===== src/design/umsdp_pkg.sv =====
// Package for the USB mass storage descriptor parser.
// Shared constants, codes and structs; no dependencies.
`timescale 1ns / 1ps
`default_nettype none

package umsdp_pkg;

   // Configuration header bytes skipped ahead of the first descriptor
   localparam int HEADER_BYTES = 9;
   localparam int HDR_CNT_WIDTH = $clog2(HEADER_BYTES + 2);

   // APB register map
   localparam int CSR_ADDR_WIDTH = 4;
   localparam int CSR_DATA_WIDTH = 32;
   localparam logic [1:0] REG_MATCH_CLASS    = 2'd0;
   localparam logic [1:0] REG_MATCH_SUBCLASS = 2'd1;
   localparam logic [1:0] REG_MATCH_PROTOCOL = 2'd2;

   localparam logic [7:0] RESET_CLASS    = 8'd8;
   localparam logic [7:0] RESET_SUBCLASS = 8'd6;
   localparam logic [7:0] RESET_PROTOCOL = 8'd80;

   // Descriptor types and field positions
   localparam logic [7:0] TYPE_INTERFACE = 8'd4;
   localparam logic [7:0] TYPE_ENDPOINT  = 8'd5;
   localparam logic [7:0] POS_LENGTH     = 8'd0;
   localparam logic [7:0] POS_TYPE       = 8'd1;
   localparam logic [7:0] POS_IFACE_NUM  = 8'd2;
   localparam logic [7:0] POS_NUM_EPS    = 8'd4;
   localparam logic [7:0] POS_CLASS      = 8'd5;
   localparam logic [7:0] POS_SUBCLASS   = 8'd6;
   localparam logic [7:0] POS_PROTOCOL   = 8'd7;
   localparam logic [7:0] POS_EP_ADDR    = 8'd2;
   localparam logic [7:0] POS_EP_ATTR    = 8'd3;
   localparam logic [7:0] IFACE_MIN_LEN  = 8'd8;
   localparam logic [7:0] EP_MIN_LEN     = 8'd4;

   localparam logic [7:0] XFER_MASK = 8'h03;
   localparam logic [7:0] XFER_BULK = 8'h02;
   localparam int         DIR_IN_BIT = 7;
   localparam logic [2:0] FIELDS_ALL = 3'b111;

   // Result status codes
   localparam logic [1:0] STATUS_OK        = 2'd0;
   localparam logic [1:0] STATUS_NO_MATCH  = 2'd1;
   localparam logic [1:0] STATUS_MALFORMED = 2'd2;

   typedef enum logic [3:0] {
      MODE_SEARCH    = 4'b0001,
      MODE_ENDPOINTS = 4'b0010,
      MODE_DONE      = 4'b0100,
      MODE_BAD       = 4'b1000
   } mode_type;

   typedef struct packed {
      logic [7:0] match_class;
      logic [7:0] match_subclass;
      logic [7:0] match_protocol;
   } match_cfg_type;

   typedef struct packed {
      logic [1:0] status;
      logic [7:0] interface_number;
      logic [7:0] bulk_in_address;
      logic [7:0] bulk_out_address;
   } result_type;

endpackage

`default_nettype wire


===== src/design/umsdp_if.sv =====
// Channel interfaces for the descriptor parser: byte input and result output.
// Depends on nothing; payload widths follow the byte and result fields.
`timescale 1ns / 1ps
`default_nettype none

interface umsdp_req_if;
   logic       valid;
   logic       ready;
   logic [7:0] data_byte;
   logic       last_byte;

   modport source (output valid, output data_byte, output last_byte, input ready);
   modport sink   (input valid, input data_byte, input last_byte, output ready);
endinterface

interface umsdp_rsp_if;
   logic       valid;
   logic       ready;
   logic [1:0] status;
   logic [7:0] interface_number;
   logic [7:0] bulk_in_address;
   logic [7:0] bulk_out_address;

   modport source (output valid, output status, output interface_number,
                   output bulk_in_address, output bulk_out_address, input ready);
   modport sink   (input valid, input status, input interface_number,
                   input bulk_in_address, input bulk_out_address, output ready);
endinterface

`default_nettype wire


===== src/design/umsdp_csr.sv =====
// APB register block holding the interface match codes.
// Depends on umsdp_pkg.
`timescale 1ns / 1ps
`default_nettype none

module umsdp_csr (
   input  wire logic                                  clock,
   input  wire logic                                  reset,
   input  wire logic                                  csr_psel,
   input  wire logic                                  csr_penable,
   input  wire logic                                  csr_pwrite,
   input  wire logic [umsdp_pkg::CSR_ADDR_WIDTH-1:0]  csr_paddr,
   input  wire logic [umsdp_pkg::CSR_DATA_WIDTH-1:0]  csr_pwdata,
   output logic      [umsdp_pkg::CSR_DATA_WIDTH-1:0]  csr_prdata,
   output logic                                       csr_pready,
   output umsdp_pkg::match_cfg_type                   match_cfg
);
   import umsdp_pkg::*;

   match_cfg_type cfg_ff;
   logic          wr_en;
   logic [1:0]    reg_idx;

   assign csr_pready = 1'b1;
   assign wr_en      = csr_psel && csr_penable && csr_pwrite;
   assign reg_idx    = csr_paddr[3:2];
   assign match_cfg  = cfg_ff;

   // Register writes on the access phase
   always_ff @(posedge clock) begin
      if (reset) begin
         cfg_ff.match_class    <= RESET_CLASS;
         cfg_ff.match_subclass <= RESET_SUBCLASS;
         cfg_ff.match_protocol <= RESET_PROTOCOL;
      end else if (wr_en) begin
         unique case (reg_idx)
            REG_MATCH_CLASS:    cfg_ff.match_class    <= csr_pwdata[7:0];
            REG_MATCH_SUBCLASS: cfg_ff.match_subclass <= csr_pwdata[7:0];
            REG_MATCH_PROTOCOL: cfg_ff.match_protocol <= csr_pwdata[7:0];
            default: ;
         endcase
      end
   end

   // Read mux
   always_comb begin
      csr_prdata = '0;
      unique case (reg_idx)
         REG_MATCH_CLASS:    csr_prdata[7:0] = cfg_ff.match_class;
         REG_MATCH_SUBCLASS: csr_prdata[7:0] = cfg_ff.match_subclass;
         REG_MATCH_PROTOCOL: csr_prdata[7:0] = cfg_ff.match_protocol;
         default:            csr_prdata = '0;
      endcase
   end

endmodule

`default_nettype wire


===== src/design/umsdp_parser.sv =====
// Descriptor walk state and per-byte update; forms the result on the last byte.
// Depends on umsdp_pkg.
`timescale 1ns / 1ps
`default_nettype none

module umsdp_parser (
   input  wire logic                      clock,
   input  wire logic                      reset,
   input  wire logic                      byte_take,
   input  wire logic [7:0]                data_byte,
   input  wire logic                      last_byte,
   input  umsdp_pkg::match_cfg_type       match_cfg,
   output logic                           result_push,
   output umsdp_pkg::result_type          result
);
   import umsdp_pkg::*;

   logic [HDR_CNT_WIDTH-1:0] header_left_ff, header_left_in;
   logic [7:0]               byte_idx_ff, byte_idx_in;
   logic [7:0]               desc_size_ff, desc_size_in;
   logic [7:0]               desc_type_ff, desc_type_in;
   logic [2:0]               field_match_ff, field_match_in;
   logic [7:0]               iface_ff, iface_in;
   logic [7:0]               eps_left_ff, eps_left_in;
   logic [7:0]               ep_attr_ff, ep_attr_in;
   logic [7:0]               ep_addr_ff, ep_addr_in;
   mode_type                 mode_ff, mode_in;
   logic [7:0]               found_in_ff, found_in_in;
   logic [7:0]               found_out_ff, found_out_in;
   logic                     searching;
   logic                     walking;

   assign searching = (mode_ff == MODE_SEARCH);
   assign walking   = (mode_ff == MODE_SEARCH) || (mode_ff == MODE_ENDPOINTS);

   always_comb begin
      header_left_in = header_left_ff;
      byte_idx_in    = byte_idx_ff;
      desc_size_in   = desc_size_ff;
      desc_type_in   = desc_type_ff;
      field_match_in = field_match_ff;
      iface_in       = iface_ff;
      eps_left_in    = eps_left_ff;
      ep_attr_in     = ep_attr_ff;
      ep_addr_in     = ep_addr_ff;
      mode_in        = mode_ff;
      found_in_in    = found_in_ff;
      found_out_in   = found_out_ff;

      if (byte_take) begin
         if (header_left_ff != '0) begin
            header_left_in = header_left_ff - HDR_CNT_WIDTH'(1);
         end else if (walking) begin
            if (byte_idx_ff == POS_LENGTH && data_byte == 8'd0) begin
               // zero length would never advance: flag the set as malformed
               if (searching) iface_in = 8'd0;
               mode_in = MODE_BAD;
            end else begin
               // capture the fields of the current descriptor
               if (byte_idx_ff == POS_LENGTH) begin
                  desc_size_in   = data_byte;
                  desc_type_in   = 8'd0;
                  field_match_in = 3'd0;
                  ep_attr_in     = 8'd0;
                  ep_addr_in     = 8'd0;
                  if (searching) eps_left_in = 8'd0;
               end else if (byte_idx_ff == POS_TYPE) begin
                  desc_type_in = data_byte;
               end else if (searching && desc_type_ff == TYPE_INTERFACE) begin
                  if (byte_idx_ff == POS_IFACE_NUM) iface_in = data_byte;
                  else if (byte_idx_ff == POS_NUM_EPS) eps_left_in = data_byte;
                  else if (byte_idx_ff == POS_CLASS && data_byte == match_cfg.match_class)
                     field_match_in[0] = 1'b1;
                  else if (byte_idx_ff == POS_SUBCLASS &&
                           data_byte == match_cfg.match_subclass)
                     field_match_in[1] = 1'b1;
                  else if (byte_idx_ff == POS_PROTOCOL &&
                           data_byte == match_cfg.match_protocol)
                     field_match_in[2] = 1'b1;
               end else if (!searching && desc_type_ff == TYPE_ENDPOINT) begin
                  if (byte_idx_ff == POS_EP_ADDR) ep_addr_in = data_byte;
                  else if (byte_idx_ff == POS_EP_ATTR) ep_attr_in = data_byte;
               end

               // judge the descriptor once its final byte is in
               if (({1'b0, byte_idx_ff} + 9'd1) >= {1'b0, desc_size_in}) begin
                  byte_idx_in = 8'd0;
                  if (searching) begin
                     if (desc_type_in == TYPE_INTERFACE && field_match_in == FIELDS_ALL &&
                         desc_size_in >= IFACE_MIN_LEN)
                        mode_in = (eps_left_in == 8'd0) ? MODE_DONE : MODE_ENDPOINTS;
                  end else begin
                     if (desc_type_in == TYPE_ENDPOINT && desc_size_in >= EP_MIN_LEN &&
                         (ep_attr_in & XFER_MASK) == XFER_BULK) begin
                        if (ep_addr_in[DIR_IN_BIT]) found_in_in  = ep_addr_in;
                        else                        found_out_in = ep_addr_in;
                     end
                     eps_left_in = eps_left_in - 8'd1;
                     if (eps_left_in == 8'd0) mode_in = MODE_DONE;
                  end
               end else begin
                  byte_idx_in = byte_idx_ff + 8'd1;
               end
            end
         end
      end

      // result from the state after this byte
      result_push = byte_take && last_byte;
      if (mode_in == MODE_BAD)
         result.status = STATUS_MALFORMED;
      else if (found_in_in != 8'd0 && found_out_in != 8'd0)
         result.status = STATUS_OK;
      else
         result.status = STATUS_NO_MATCH;
      result.interface_number = (mode_in == MODE_SEARCH) ? 8'd0 : iface_in;
      result.bulk_in_address  = found_in_in;
      result.bulk_out_address = found_out_in;
   end

   // State registers; the last byte restarts the walk
   always_ff @(posedge clock) begin
      if (reset || result_push) begin
         header_left_ff <= HDR_CNT_WIDTH'(HEADER_BYTES);
         byte_idx_ff    <= 8'd0;
         desc_size_ff   <= 8'd0;
         desc_type_ff   <= 8'd0;
         field_match_ff <= 3'd0;
         iface_ff       <= 8'd0;
         eps_left_ff    <= 8'd0;
         ep_attr_ff     <= 8'd0;
         ep_addr_ff     <= 8'd0;
         mode_ff        <= MODE_SEARCH;
         found_in_ff    <= 8'd0;
         found_out_ff   <= 8'd0;
      end else begin
         header_left_ff <= header_left_in;
         byte_idx_ff    <= byte_idx_in;
         desc_size_ff   <= desc_size_in;
         desc_type_ff   <= desc_type_in;
         field_match_ff <= field_match_in;
         iface_ff       <= iface_in;
         eps_left_ff    <= eps_left_in;
         ep_attr_ff     <= ep_attr_in;
         ep_addr_ff     <= ep_addr_in;
         mode_ff        <= mode_in;
         found_in_ff    <= found_in_in;
         found_out_ff   <= found_out_in;
      end
   end

endmodule

`default_nettype wire


===== src/design/umsdp_rsp_buf.sv =====
// Result output register with a skid entry so input keeps flowing under stall.
// Depends on umsdp_pkg.
`timescale 1ns / 1ps
`default_nettype none

module umsdp_rsp_buf (
   input  wire logic              clock,
   input  wire logic              reset,
   input  wire logic              push,
   input  umsdp_pkg::result_type  push_data,
   output logic                   accept_ok,
   output logic                   out_valid,
   input  wire logic              out_ready,
   output umsdp_pkg::result_type  out_data
);
   import umsdp_pkg::*;

   logic       out_valid_ff;
   logic       skid_valid_ff;
   result_type out_data_ff;
   result_type skid_data_ff;
   logic       pop;

   assign pop       = out_valid_ff && out_ready;
   assign accept_ok = !skid_valid_ff;
   assign out_valid = out_valid_ff;
   assign out_data  = out_data_ff;

   // Control: skid fills only when the output register is held
   always_ff @(posedge clock) begin
      if (reset) begin
         out_valid_ff  <= 1'b0;
         skid_valid_ff <= 1'b0;
      end else if (skid_valid_ff) begin
         if (pop) skid_valid_ff <= 1'b0;
      end else if (push) begin
         if (out_valid_ff && !pop) skid_valid_ff <= 1'b1;
         else                      out_valid_ff  <= 1'b1;
      end else if (pop) begin
         out_valid_ff <= 1'b0;
      end
   end

   // Payload
   always_ff @(posedge clock) begin
      if (skid_valid_ff) begin
         if (pop) out_data_ff <= skid_data_ff;
      end else if (push) begin
         if (out_valid_ff && !pop) skid_data_ff <= push_data;
         else                      out_data_ff  <= push_data;
      end
   end

endmodule

`default_nettype wire


===== src/design/usb_mass_storage_descriptor_parser.sv =====
// USB mass storage descriptor parser, top level.
// Depends on umsdp_pkg, umsdp_if, umsdp_csr, umsdp_parser, umsdp_rsp_buf.
`timescale 1ns / 1ps
`default_nettype none

// Takes a configuration descriptor set one byte per transfer and, on the byte
// flagged last, returns one result: the number of the first interface whose
// class/subclass/protocol match the CSR values, and its bulk IN/OUT endpoint
// addresses. One byte is taken every clock unless req stalls; the per-byte walk
// is combinational on the parser state registers; the result is registered in
// the two-entry output stage (output register plus skid), which keeps req
// ready while one result waits, so req stalls only when two results are
// pending. Match codes are written through the APB port at byte offsets 0, 4
// and 8; the user must do so only while the block is idle (not enforced).

module usb_mass_storage_descriptor_parser (
   input  wire logic                                  clock,
   input  wire logic                                  reset,
   umsdp_req_if.sink                                  req,
   umsdp_rsp_if.source                                rsp,
   input  wire logic                                  csr_psel,
   input  wire logic                                  csr_penable,
   input  wire logic                                  csr_pwrite,
   input  wire logic [umsdp_pkg::CSR_ADDR_WIDTH-1:0]  csr_paddr,
   input  wire logic [umsdp_pkg::CSR_DATA_WIDTH-1:0]  csr_pwdata,
   output logic      [umsdp_pkg::CSR_DATA_WIDTH-1:0]  csr_prdata,
   output logic                                       csr_pready
);
   import umsdp_pkg::*;

   match_cfg_type match_cfg;
   result_type    result;
   result_type    rsp_data;
   logic          result_push;
   logic          accept_ok;
   logic          byte_take;

   assign req.ready = accept_ok;
   assign byte_take = req.valid && accept_ok;

   umsdp_csr u_csr (
      .clock       (clock),
      .reset       (reset),
      .csr_psel    (csr_psel),
      .csr_penable (csr_penable),
      .csr_pwrite  (csr_pwrite),
      .csr_paddr   (csr_paddr),
      .csr_pwdata  (csr_pwdata),
      .csr_prdata  (csr_prdata),
      .csr_pready  (csr_pready),
      .match_cfg   (match_cfg)
   );

   umsdp_parser u_parser (
      .clock       (clock),
      .reset       (reset),
      .byte_take   (byte_take),
      .data_byte   (req.data_byte),
      .last_byte   (req.last_byte),
      .match_cfg   (match_cfg),
      .result_push (result_push),
      .result      (result)
   );

   umsdp_rsp_buf u_rsp_buf (
      .clock     (clock),
      .reset     (reset),
      .push      (result_push),
      .push_data (result),
      .accept_ok (accept_ok),
      .out_valid (rsp.valid),
      .out_ready (rsp.ready),
      .out_data  (rsp_data)
   );

   assign rsp.status           = rsp_data.status;
   assign rsp.interface_number = rsp_data.interface_number;
   assign rsp.bulk_in_address  = rsp_data.bulk_in_address;
   assign rsp.bulk_out_address = rsp_data.bulk_out_address;

endmodule

`default_nettype wire

===== src/flat_wrapper.sv =====
// flat-port wrapper written by rule: the top's interface ports become plain ports
module usb_mass_storage_descriptor_parser_flat import umsdp_pkg::*;
  (clock, reset, csr_psel, csr_penable, csr_pwrite, csr_paddr, csr_pwdata, csr_prdata, csr_pready, req_valid, req_data_byte, req_last_byte, req_ready, rsp_valid, rsp_status, rsp_interface_number, rsp_bulk_in_address, rsp_bulk_out_address, rsp_ready);
  umsdp_req_if req_i ();
  umsdp_rsp_if rsp_i ();
  input  wire logic clock;
  input  wire logic reset;
  input  wire logic csr_psel;
  input  wire logic csr_penable;
  input  wire logic csr_pwrite;
  input  wire logic [umsdp_pkg::CSR_ADDR_WIDTH-1:0] csr_paddr;
  input  wire logic [umsdp_pkg::CSR_DATA_WIDTH-1:0] csr_pwdata;
  output logic      [umsdp_pkg::CSR_DATA_WIDTH-1:0] csr_prdata;
  output logic csr_pready;
  input wire logic [$bits(req_i.valid)-1:0] req_valid;
  input wire logic [$bits(req_i.data_byte)-1:0] req_data_byte;
  input wire logic [$bits(req_i.last_byte)-1:0] req_last_byte;
  output wire logic [$bits(req_i.ready)-1:0] req_ready;
  output wire logic [$bits(rsp_i.valid)-1:0] rsp_valid;
  output wire logic [$bits(rsp_i.status)-1:0] rsp_status;
  output wire logic [$bits(rsp_i.interface_number)-1:0] rsp_interface_number;
  output wire logic [$bits(rsp_i.bulk_in_address)-1:0] rsp_bulk_in_address;
  output wire logic [$bits(rsp_i.bulk_out_address)-1:0] rsp_bulk_out_address;
  input wire logic [$bits(rsp_i.ready)-1:0] rsp_ready;
  assign req_i.valid = req_valid;
  assign req_i.data_byte = req_data_byte;
  assign req_i.last_byte = req_last_byte;
  assign req_ready = req_i.ready;
  assign rsp_valid = rsp_i.valid;
  assign rsp_status = rsp_i.status;
  assign rsp_interface_number = rsp_i.interface_number;
  assign rsp_bulk_in_address = rsp_i.bulk_in_address;
  assign rsp_bulk_out_address = rsp_i.bulk_out_address;
  assign rsp_i.ready = rsp_ready;
  usb_mass_storage_descriptor_parser u_core (.clock(clock), .reset(reset), .req(req_i), .rsp(rsp_i), .csr_psel(csr_psel), .csr_penable(csr_penable), .csr_pwrite(csr_pwrite), .csr_paddr(csr_paddr), .csr_pwdata(csr_pwdata), .csr_prdata(csr_prdata), .csr_pready(csr_pready));
endmodule

===== config.mk =====
export PLATFORM = sky130hd
export DESIGN_NAME = usb_mass_storage_descriptor_parser_flat
export DESIGN_NICKNAME = d
export VERILOG_FILES = /design/src/design/umsdp_pkg.sv /design/src/design/umsdp_if.sv /design/src/design/umsdp_csr.sv /design/src/design/umsdp_parser.sv /design/src/design/umsdp_rsp_buf.sv /design/src/design/usb_mass_storage_descriptor_parser.sv /design/src/flat_wrapper.sv
export SDC_FILE = /design/constraint.sdc
export NUM_CORES = 1
export LEC_CHECK = 0
export BUFFER_PORTS_ARGS = -buffer_cell sky130_fd_sc_hd__buf_4
export CORE_MARGIN = 2
export CORE_UTILIZATION = 49
export DETAILED_ROUTE_END_ITERATION = 7
export HOLD_SLACK_MARGIN = 0.15
export PLACE_DENSITY = 0.74
export SLEW_MARGIN = 30
export SYNTH_ARGS = -nofsm -noshare
export SYNTH_HDL_FRONTEND = slang
export SYNTH_SLANG_ARGS = --single-unit

===== constraint.sdc =====
create_clock -name clock -period 6.85 [get_ports clock]
set_input_delay 0.3425 -clock clock [delete_from_list [all_inputs] [get_ports clock]]
set_output_delay 0.3425 -clock clock [all_outputs]
set_load 0.1 [all_outputs]

; Word-level counts from Yosys, hierarchy flattened
; Cells that the tools add are included.
[word_totals]
reg_bits = 155
input_bits = 52
output_inout_bits = 61
wordCells = 206
[classes]
n_addsub = 4
magnitude_cmp = 3
n_eq_ne = 25
muxes = 106
bitwise_logic = 3
n_reduce_logical = 40
[op_table]
columns = operator, count
row1 = 8-bit two-way mux, 59
row2 = 26-bit two-way mux, 4
row3 = 8-bit by 3-bit == test with 1-bit output (second input constant), 8
row4 = 8-bit logical NOT, 4
row5 = 4-bit two-way mux, 8
row6 = 3-bit two-way mux, 10
row7 = 8-bit == test, 3
row8 = 2-bit two-way mux, 12
row9 = 8-bit one-hot mux with 3 select lines, 1
row10 = 1-bit logical AND, 17
row11 = 8-bit by 2-bit == test with 1-bit output (second input constant), 2
row12 = 8-bit nonzero test, 2
row13 = 1-bit two-way mux, 12
row14 = 8-bit by 1-bit adder with 9-bit output (second input constant), 1
row15 = 9-bit by 8-bit >= comparator with 1-bit output, 1
row16 = 3-bit AND reduction, 3
row17 = 8-bit by 1-bit adder with 8-bit output (second input constant), 1
row18 = 4-bit by 1-bit == test with 1-bit output (second input constant), 2
row19 = 8-bit by 1-bit == test with 1-bit output (second input constant), 1
row20 = 8-bit by 3-bit >= comparator with 1-bit output (second input constant), 1
row21 = 8-bit by 4-bit >= comparator with 1-bit output (second input constant), 1
row22 = 2-bit AND reduction, 4
row23 = 8-bit by 1-bit subtractor with 8-bit output (second input constant), 1
row24 = 2-bit == test (second input constant), 2
row25 = other kinds (14), 21

; Longest topological paths before layout
; Gate-level depths: netlist of run 1.
[logic_depth]
depth_word = 29
ltp_mapped = 17
depth_no_buf = 15

; Modules after synthesis
; From an unflattened synthesis of run 1, not the netlist that was laid out.
[unflattened]
hier_cells = 889
hier_area_um2 = 8521.9
[modules_own_cells]
columns = module, instances, cells_per_inst, area_each_um2, seq_area_each_um2
row1 = umsdp_parser, 1, 641, 5143.7, 1541.5
row2 = umsdp_rsp_buf, 1, 94, 1985.7, 1601.5
row3 = umsdp_csr, 1, 153, 1386.3, 480.5
row4 = usb_mass_storage_descriptor_parser, 1, 1, 6.3, 0.0

; Least setup slack after synthesis of run 1
; OpenSTA, ideal clock, no wires.
[synth_path]
kind = reg-to-reg
from = register u_core.u_parser.byte_idx_ff[0]
to = register u_core.u_rsp_buf.out_data_ff (netlist bit u_core.u_rsp_buf.out_data[10]), data pin
setup_time_ns = 0.261
t_arrival_ns = 4.018
t_required_ns = 6.589
slack_ns = 2.570
stages_incl_launch_ff = 16
n_path_buf = 1
synth_period_minus_slack_ns = 4.280
path_cell_list = dfxtp_1 > inv_1 > ha_1 > or3b_2 > nor2_1 > buf_2 > mux2i_1 > ha_1 > nand4_1 > nor2_1 > a211oi_1 > o21ai_1 > nand4b_2 > nor3_4 > mux2_4 > mux2_2
[synth_rtl]
columns = item, line
row1 = start: declaration, umsdp_parser.sv:19  ; logic [7:0] byte_idx_ff, byte_idx_in;
row2 = start signal: assignment, umsdp_parser.sv:138  ; byte_idx_ff <= byte_idx_in;
row3 = end signal: assignment, umsdp_rsp_buf.sv:47  ; if (pop) out_data_ff <= skid_data_ff;
row4 = end signal: assignment, umsdp_rsp_buf.sv:50  ; else out_data_ff <= push_data;
row5 = end: declaration, umsdp_rsp_buf.sv:20  ; result_type out_data_ff;

==> results of run 1 <==
==> sequential cells by signal (all words and copies together), names as in the netlist <==
register,count
u_core.u_rsp_buf.out_data,26
u_core.u_parser.desc_size_ff,8
u_core.u_parser.eps_left_ff,8
u_core.u_rsp_buf.skid_data_ff,26
u_core.u_rsp_buf.skid_valid_ff,1
u_core.u_parser.mode_ff,4
u_core.u_parser.byte_idx_ff,8
u_core.u_parser.iface_ff,8
u_core.u_parser.ep_addr_ff,8
u_core.u_parser.found_in_ff,8
u_core.u_rsp_buf.out_valid,1
u_core.u_csr.match_cfg,24
u_core.u_parser.field_match_ff,3
u_core.u_parser.ep_attr_ff,2
u_core.u_parser.header_left_ff,4
u_core.u_parser.found_out_ff,8
u_core.u_parser.desc_type_ff,8
==> layer usage <==
metal  track usage  part of all wire  up-vias
li1              -                 -     3236
met1         0.308              0.45     3213
met2         0.372              0.47      255
met3        0.0435             0.057       34
met4        0.0842             0.019        0
met5             0                 0        -
==> logic make-up (layout without fill, tap and decap cells) <==
logic type                 after synthesis  count (layout)  synth area share
xor gates and xnor gates                39              39            0.0409
muxes                                   75              75            0.0975
AOI/OAI and AO/OA                      176             176             0.137
DFF                                    155             155             0.434
adders and majority gates               16              16            0.0240
and+or+nand+nor                        331             331             0.210
buffers and inverters                   97             126            0.0556
other                                    2              25          0.000899
==> layout make-up <==
cell class,instances,area (sq um),area share
Timing Repair Buffer,76,618,0.0646
Sequential cell,155,3620,0.379
Multi-Input combinational cell,662,4390,0.459
Clock inverter,11,136,0.0143
Clock buffer,21,450,0.0471
Inverter,18,67.6,0.00707
Tap cell,220,275,0.0288
==> worst paths after layout <==
path / end / slack (ns) / cells after the start
worst min register to register: u_core.u_parser.ep_addr_ff[6] / 0.47 / 2
worst max register to register: u_core.u_rsp_buf.skid_data_ff[17] / 2.04 / 12
worst min-delay path: u_core.u_csr.match_cfg[0] / 0.17 / 3
worst max-delay path: u_core.u_rsp_buf.skid_data_ff[17] / 2.04 / 12
==> repair_timing <==
item                                   4_1_cts  5_1_grt
hold buffers                                 3        0
endpoints found under the hold margin        3        0
resized for setup                            0        0
==> worst max-delay path: stages, from the launching register on <==
cell and delay [ns]:
dfxtp_1 0.38, or4b_4 0.66, nor4_1 0.64, nand3_1 0.54, and3_1 0.36, a21oi_1 0.30
ha_1 0.35, o21ai_0 0.16, xnor2_1 0.15, a21oi_1 0.27, nor4_1 0.14, o31ai_4 0.44
a21oi_1 0.14
==> per-stage QoR <==
step / hold slack (ns) / area [sq um]
3_5_place_dp: 0.458 / 8940
5_1_grt: 0.180 / 9560
4_1_cts: 0.161 / 9550
2_1_floorplan: 0.436 / 8440
6_report: 0.171 / 9560
3_3_place_gp: 0.444 / 8880
==> report_power, final <==
part	switching (mW)	internal, mW	leakage (nW)
logic	0.178	0.0436	2.07
registers	0.00567	0.957	1.30
clock network	0.390	0.552	0.279
total	0.573	1.55	3.65
==> placed cells by master (no fill, tap or decap), types with 7 or more instances in the layout <==
| master | n |
|---|---|
| a211o_1 | 10 |
| a211oi_1 | 14 |
| a21oi_1 | 60 |
| a22oi_1 | 9 |
| a2bb2oi_1 | 9 |
| and2_1 | 27 |
| and3_1 | 15 |
| buf_4 | 71 |
| clkbuf_16 | 17 |
| conb_1 | 25 |
| dfxtp_1 | 103 |
| edfxtp_1 | 52 |
| ha_1 | 16 |
| inv_1 | 17 |
| mux2_2 | 23 |
| mux2_4 | 7 |
| mux2i_1 | 45 |
| nand2_1 | 78 |
| nand3_1 | 22 |
| nand4_1 | 10 |
| nor2_1 | 91 |
| nor3_1 | 13 |
| nor4_1 | 14 |
| o21ai_0 | 31 |
| o31ai_1 | 10 |
| or3_1 | 9 |
| or4_1 | 8 |
| xnor2_1 | 31 |
| xor2_1 | 8 |
==> metrics.cfg, run 1 <==
[global_route]
antenna_found_initial=0
grt_max_degree=58
grt_use_total=0.230
grt_pass1_wl_microns=33000
grt_overflow=0
grt_pass1_vias=6462

[floorplan]
die-area_sq_um=18100
die_h_microns=135
io_pins=113
core_sq_um=16600
die_w_microns=135
initial_core_util=0.502
rows=47

[cts]
clk_latency_ns=0.43
cts_buffers=17
clock_path_buffers=2
clkTransAtPathRegs_ns=0.07
cts_root_buf=clkbuf_16
post_cts_buffers=0
cts_sinks=155
h-tree-depth=4
cts_tree=built

[placed_design]
gp_congestion=0.884
portBuffers=61
post-place-ws_ns=2.14
dp_cells=1128
dp.final_hpwl_microns=13400

[pwr]
finalPower_mw=2.13
power_density_nw_per_um2=222
ir_worst_vdd_mv=0.193
p_leak_nw=3.65

[sta]
setup_viol=0
rsz0062_at_grt=false
fin_ws_ns=2.04
finClkSkew_ns=0.00912
min_period_ns=4.81
hold_violations=0
slew_headroom=0.529
fin_setup_tns_ns=0
tightest_slew_ns=0.696
period_share=0.703
slew_viol_final=0
clock.fmax_ghz=0.208

[setup_path]
end_kind=register
worstReg2RegStart=u_core.u_parser.mode_ff[1]
critPathMaxFanout=13
setup.worst_path.start_class=register
crit_arrival_ns=4.98
cp.required_ns=7.02
crit_start=u_core.u_parser.mode_ff[1]
path_class=reg -> reg

[synth]
synth.cell_area_sq_um=8350
synthFlopType=dfxtp_1
synth.most_common_cell=dfxtp_1
ys_seq_area_frac=0.434
synth_top_area_share=0.247
synth-async-reset-ratio=0
synth_area_leaders=dfxtp_1, edfxtp_1, mux2i_1, nor2_1, a21oi_1
yosysUniqueCellTypes=70
synth_common_cells=dfxtp_1, nor2_1, nand2_1
ys_ff_latch=155
netlist_instances=891
yosysWarnings=0
synth_top_area_cell=dfxtp_1
avgSynthCellArea_sq_um=9.38
synth_edf_count=52

[run_status]
status=finished, final reports clean

[detailed_routing]
ant_nets=0
vias=6738
dr.pass1.iters=7
wl_per_cell_microns=17.3
drc=0
drtIter0Drc=539
vias_per_cell=5.79
wl_microns=20100

[hold_path]
min_path_type=in -> reg
hold_start=csr_pwdata[0]

[final_layout]
fin_util=0.575
drive_above_1_share=0.171
final_nets=998
antenna_cells=0
fillCellCount=1444
areaGrowthSynthToFinish_pct=14.5
final_cells=1163

[job]
cap_violations=0

Note: power is estimated with default switching activity, not from simulation.
==> run 2: changes to the inputs <==
- ABC_AREA: not set -> 1
- clock period: 6.85 -> 4.8 ns (I/O delays scaled with it)
==> run 2 against run 1 <==
Compared with the run above:
- clock power grew 51%
- clock-buffer cell count stayed put
- synthesized area rose by 1.5%
- largest power group is now clock
- final area is 2.1% higher
- register-to-register slack got worse by 1.5 ns
- worst setup slack worse by 1.5 ns
- largest cell class unchanged
- routed wire length grew 0.40%
- sequential power is 43% higher
==> metrics.cfg, run 2 <==
[final_layout]
fin_util=0.570
final_nets=1256
areaGrowthSynthToFinish_pct=15.1
antenna_cells=0
final_common_cell=nand2_1
stdcell_area_sq_um=9760
regArea_sq_um=3620
layout_common_cells=nand2_1, nor2_1, inv_1, dfxtp_1, o21ai_0
final_cells=1426
fillCellCount=1543
multi_input_area_sq_um=4020
drive_above_1_share=0.148

[placed_design]
post_dp_cell_area_sq_um=9040
dp.final_hpwl_microns=14400
post-place-ws_ns=0.612
dp_cells=1384
gp_congestion=0.874
portBuffers=61

[floorplan]
io_pins=113
die-area_sq_um=18400
rows=48
initial_core_util=0.495
die_h_microns=136
die_w_microns=136
core_sq_um=17100

[job]
cap_violations=0

[detailed_routing]
vias=7370
dr.pass1.iters=6
wl_microns=20200
wl_per_cell_microns=14.2
drc=0
vias_per_cell=5.17
drtIter0Drc=676
ant_nets=0

[sta]
clock.fmax_ghz=0.237
period_share=0.879
rsz0062_at_grt=false
setup_viol=0
fin_setup_tns_ns=0
min_period_ns=4.22
fin_ws_ns=0.581
tightest_slew_ns=0.814
slew_headroom=0.455
finClkSkew_ns=0.00875
fin_hold_ws_ns=0.173
hold_violations=0
slew_viol_final=0

[global_route]
antenna_found_initial=0
grt_max_degree=46
grt_pass1_wl_microns=33100
grt_use_total=0.226
grt_overflow=0
grt_pass1_vias=6765

[synth]
synth.most_common_cell=nand2_1
yosysUniqueCellTypes=53
synth.cell_area_sq_um=8480
avgSynthCellArea_sq_um=7.53
ys_seq_area_frac=0.427
synth_area_leaders=dfxtp_1, edfxtp_1, nand2_1, nor2_1, inv_1
synthFlopType=dfxtp_1
netlist_instances=1126
synth_common_cells=nand2_1, nor2_1, inv_1
synth_edf_count=52
synth_top_area_share=0.243
synth-async-reset-ratio=0
ys_ff_latch=155
yosysWarnings=0
synth_top_area_cell=dfxtp_1

[setup_path]
path_cells=inv_1 -> ha_1 -> nand2_2 -> nor2_4 -> o21ai_0 -> ha_1 -> nand2_1 -> o21a_1 -> o21ai_0 -> nand2_1 -> nand3_1 -> nand2_1 -> nor2_2 -> nand4_2 -> nand2_1 -> nand2_1 -> inv_2 -> nand2_1 -> nor2_1 -> nand2_1 -> nand2_1 -> nand3_1 -> nand2_1
r2r_cells=23
critPathMaxFanout=27
path_class=reg -> reg
max_stage_delay_ns=0.54
end_kind=register
setup.worst_path.start_class=register
crit_arrival_ns=4.52
cp_common_cell=nand2_1
slowest_stage=nor2_4
cp.required_ns=5.10

[pwr]
internal-power_mw=2.32
p_seq_frac=0.438
clockPowerShare=0.451
combPwrFrac=0.111
finalPower_mw=3.15
ir_worst_vdd_mv=0.256
switchingPower_mw=0.832
p_leak_nw=4.28
power_density_nw_per_um2=323
swShare=0.264

[run_status]
status=finished, final reports clean

[cts]
clk_latency_ns=0.43
cts_root_buf=clkbuf_16
cts_sinks=155
cts_tree=built
post_cts_buffers=0
h-tree-depth=4
clkTransAtPathRegs_ns=0.06
clock_path_buffers=2
cts_buffers=17

[hold_path]
min_path_type=in -> reg
hold_depth=3

==> run 2: changes by cell type after synthesis, sizes merged, moves of 11 or more <==
cell	change
and3	-14
xnor2	-22
inv	+130
o21ai	+59
nand3	+46
clkbuf	-17
o31ai	-11
nor4	-17
o22ai	+11
nand2	+175
mux2	-30
nor2	+62
mux2i	-45
and2	-27
==> run 2: final timing paths <==
path | from | end | slack, ns
max | u_core.u_parser.byte_idx_ff[0] | u_core.u_rsp_buf.out_data[24] | 0.58
min | req_last_byte | u_core.u_rsp_buf.out_valid | 0.17
max reg2reg | u_core.u_parser.byte_idx_ff[0] | u_core.u_rsp_buf.out_data[24] | 0.58
min reg2reg | u_core.u_parser.field_match_ff[2] | u_core.u_parser.field_match_ff[2] | 0.46
==> run 2: area by class of cell <==
cell class,instances,area share
flip-flops and latches,155,0.371
clock buffers,21,0.0462
repair buffers,80,0.0662
multi-input cells,784,0.412
clock inverters,11,0.0173
well taps,225,0.0288
inverters,150,0.0585
==> run 2: cell families after synthesis <==
kind of cell / after synthesis / synth area share
adders and majority gates: 16 / 0.0236
AOI/OAI and AO/OA: 199 / 0.132
other: 2 / 0.000886
xor gates and xnor gates: 23 / 0.0238
and+or+nand+nor: 521 / 0.283
buffers and inverters: 210 / 0.110
DFF: 155 / 0.427
==> run 2: repair_timing <==
| item | CTS | global route |
|---|---|---|
| endpoints found under the setup margin | 0 | 0 |
| endpoints found under the hold margin | 25 | 0 |
| gates resized for setup | 0 | 0 |
| hold buffers | 10 | 0 |
==> run 2: worst max-delay path: cells and delay by family (launching register included) <==
family	cells	cell delay [ns]
AND/OR/NAND/NOR	16	2.33
AO/OA/AOI/OAI	3	0.60
adder cells (fa/ha/maj)	2	0.58
flip-flops	1	0.35
buffers and inverters	2	0.21
==> run 2: power by group through the flow <==
stage / sequential (mW) / combinational [mW] / clock (mW)
CTS: 1.38 / 0.349 / 1.43
finish: 1.38 / 0.351 / 1.42
floorplan: 1.47 / 0.222 / 0
global placement: 1.41 / 0.339 / 0
detailed placement: 1.41 / 0.342 / 0
global route: 1.38 / 0.371 / 1.49
==> run 2: layer usage <==
layer  vias up  wire (microns)  global-route usage
li1       3753               -                   -
met4         0             367              0.0677
met2       227            9720               0.383
met5         -               0                   0
met1      3356            8960               0.294
met3        34            1180              0.0438
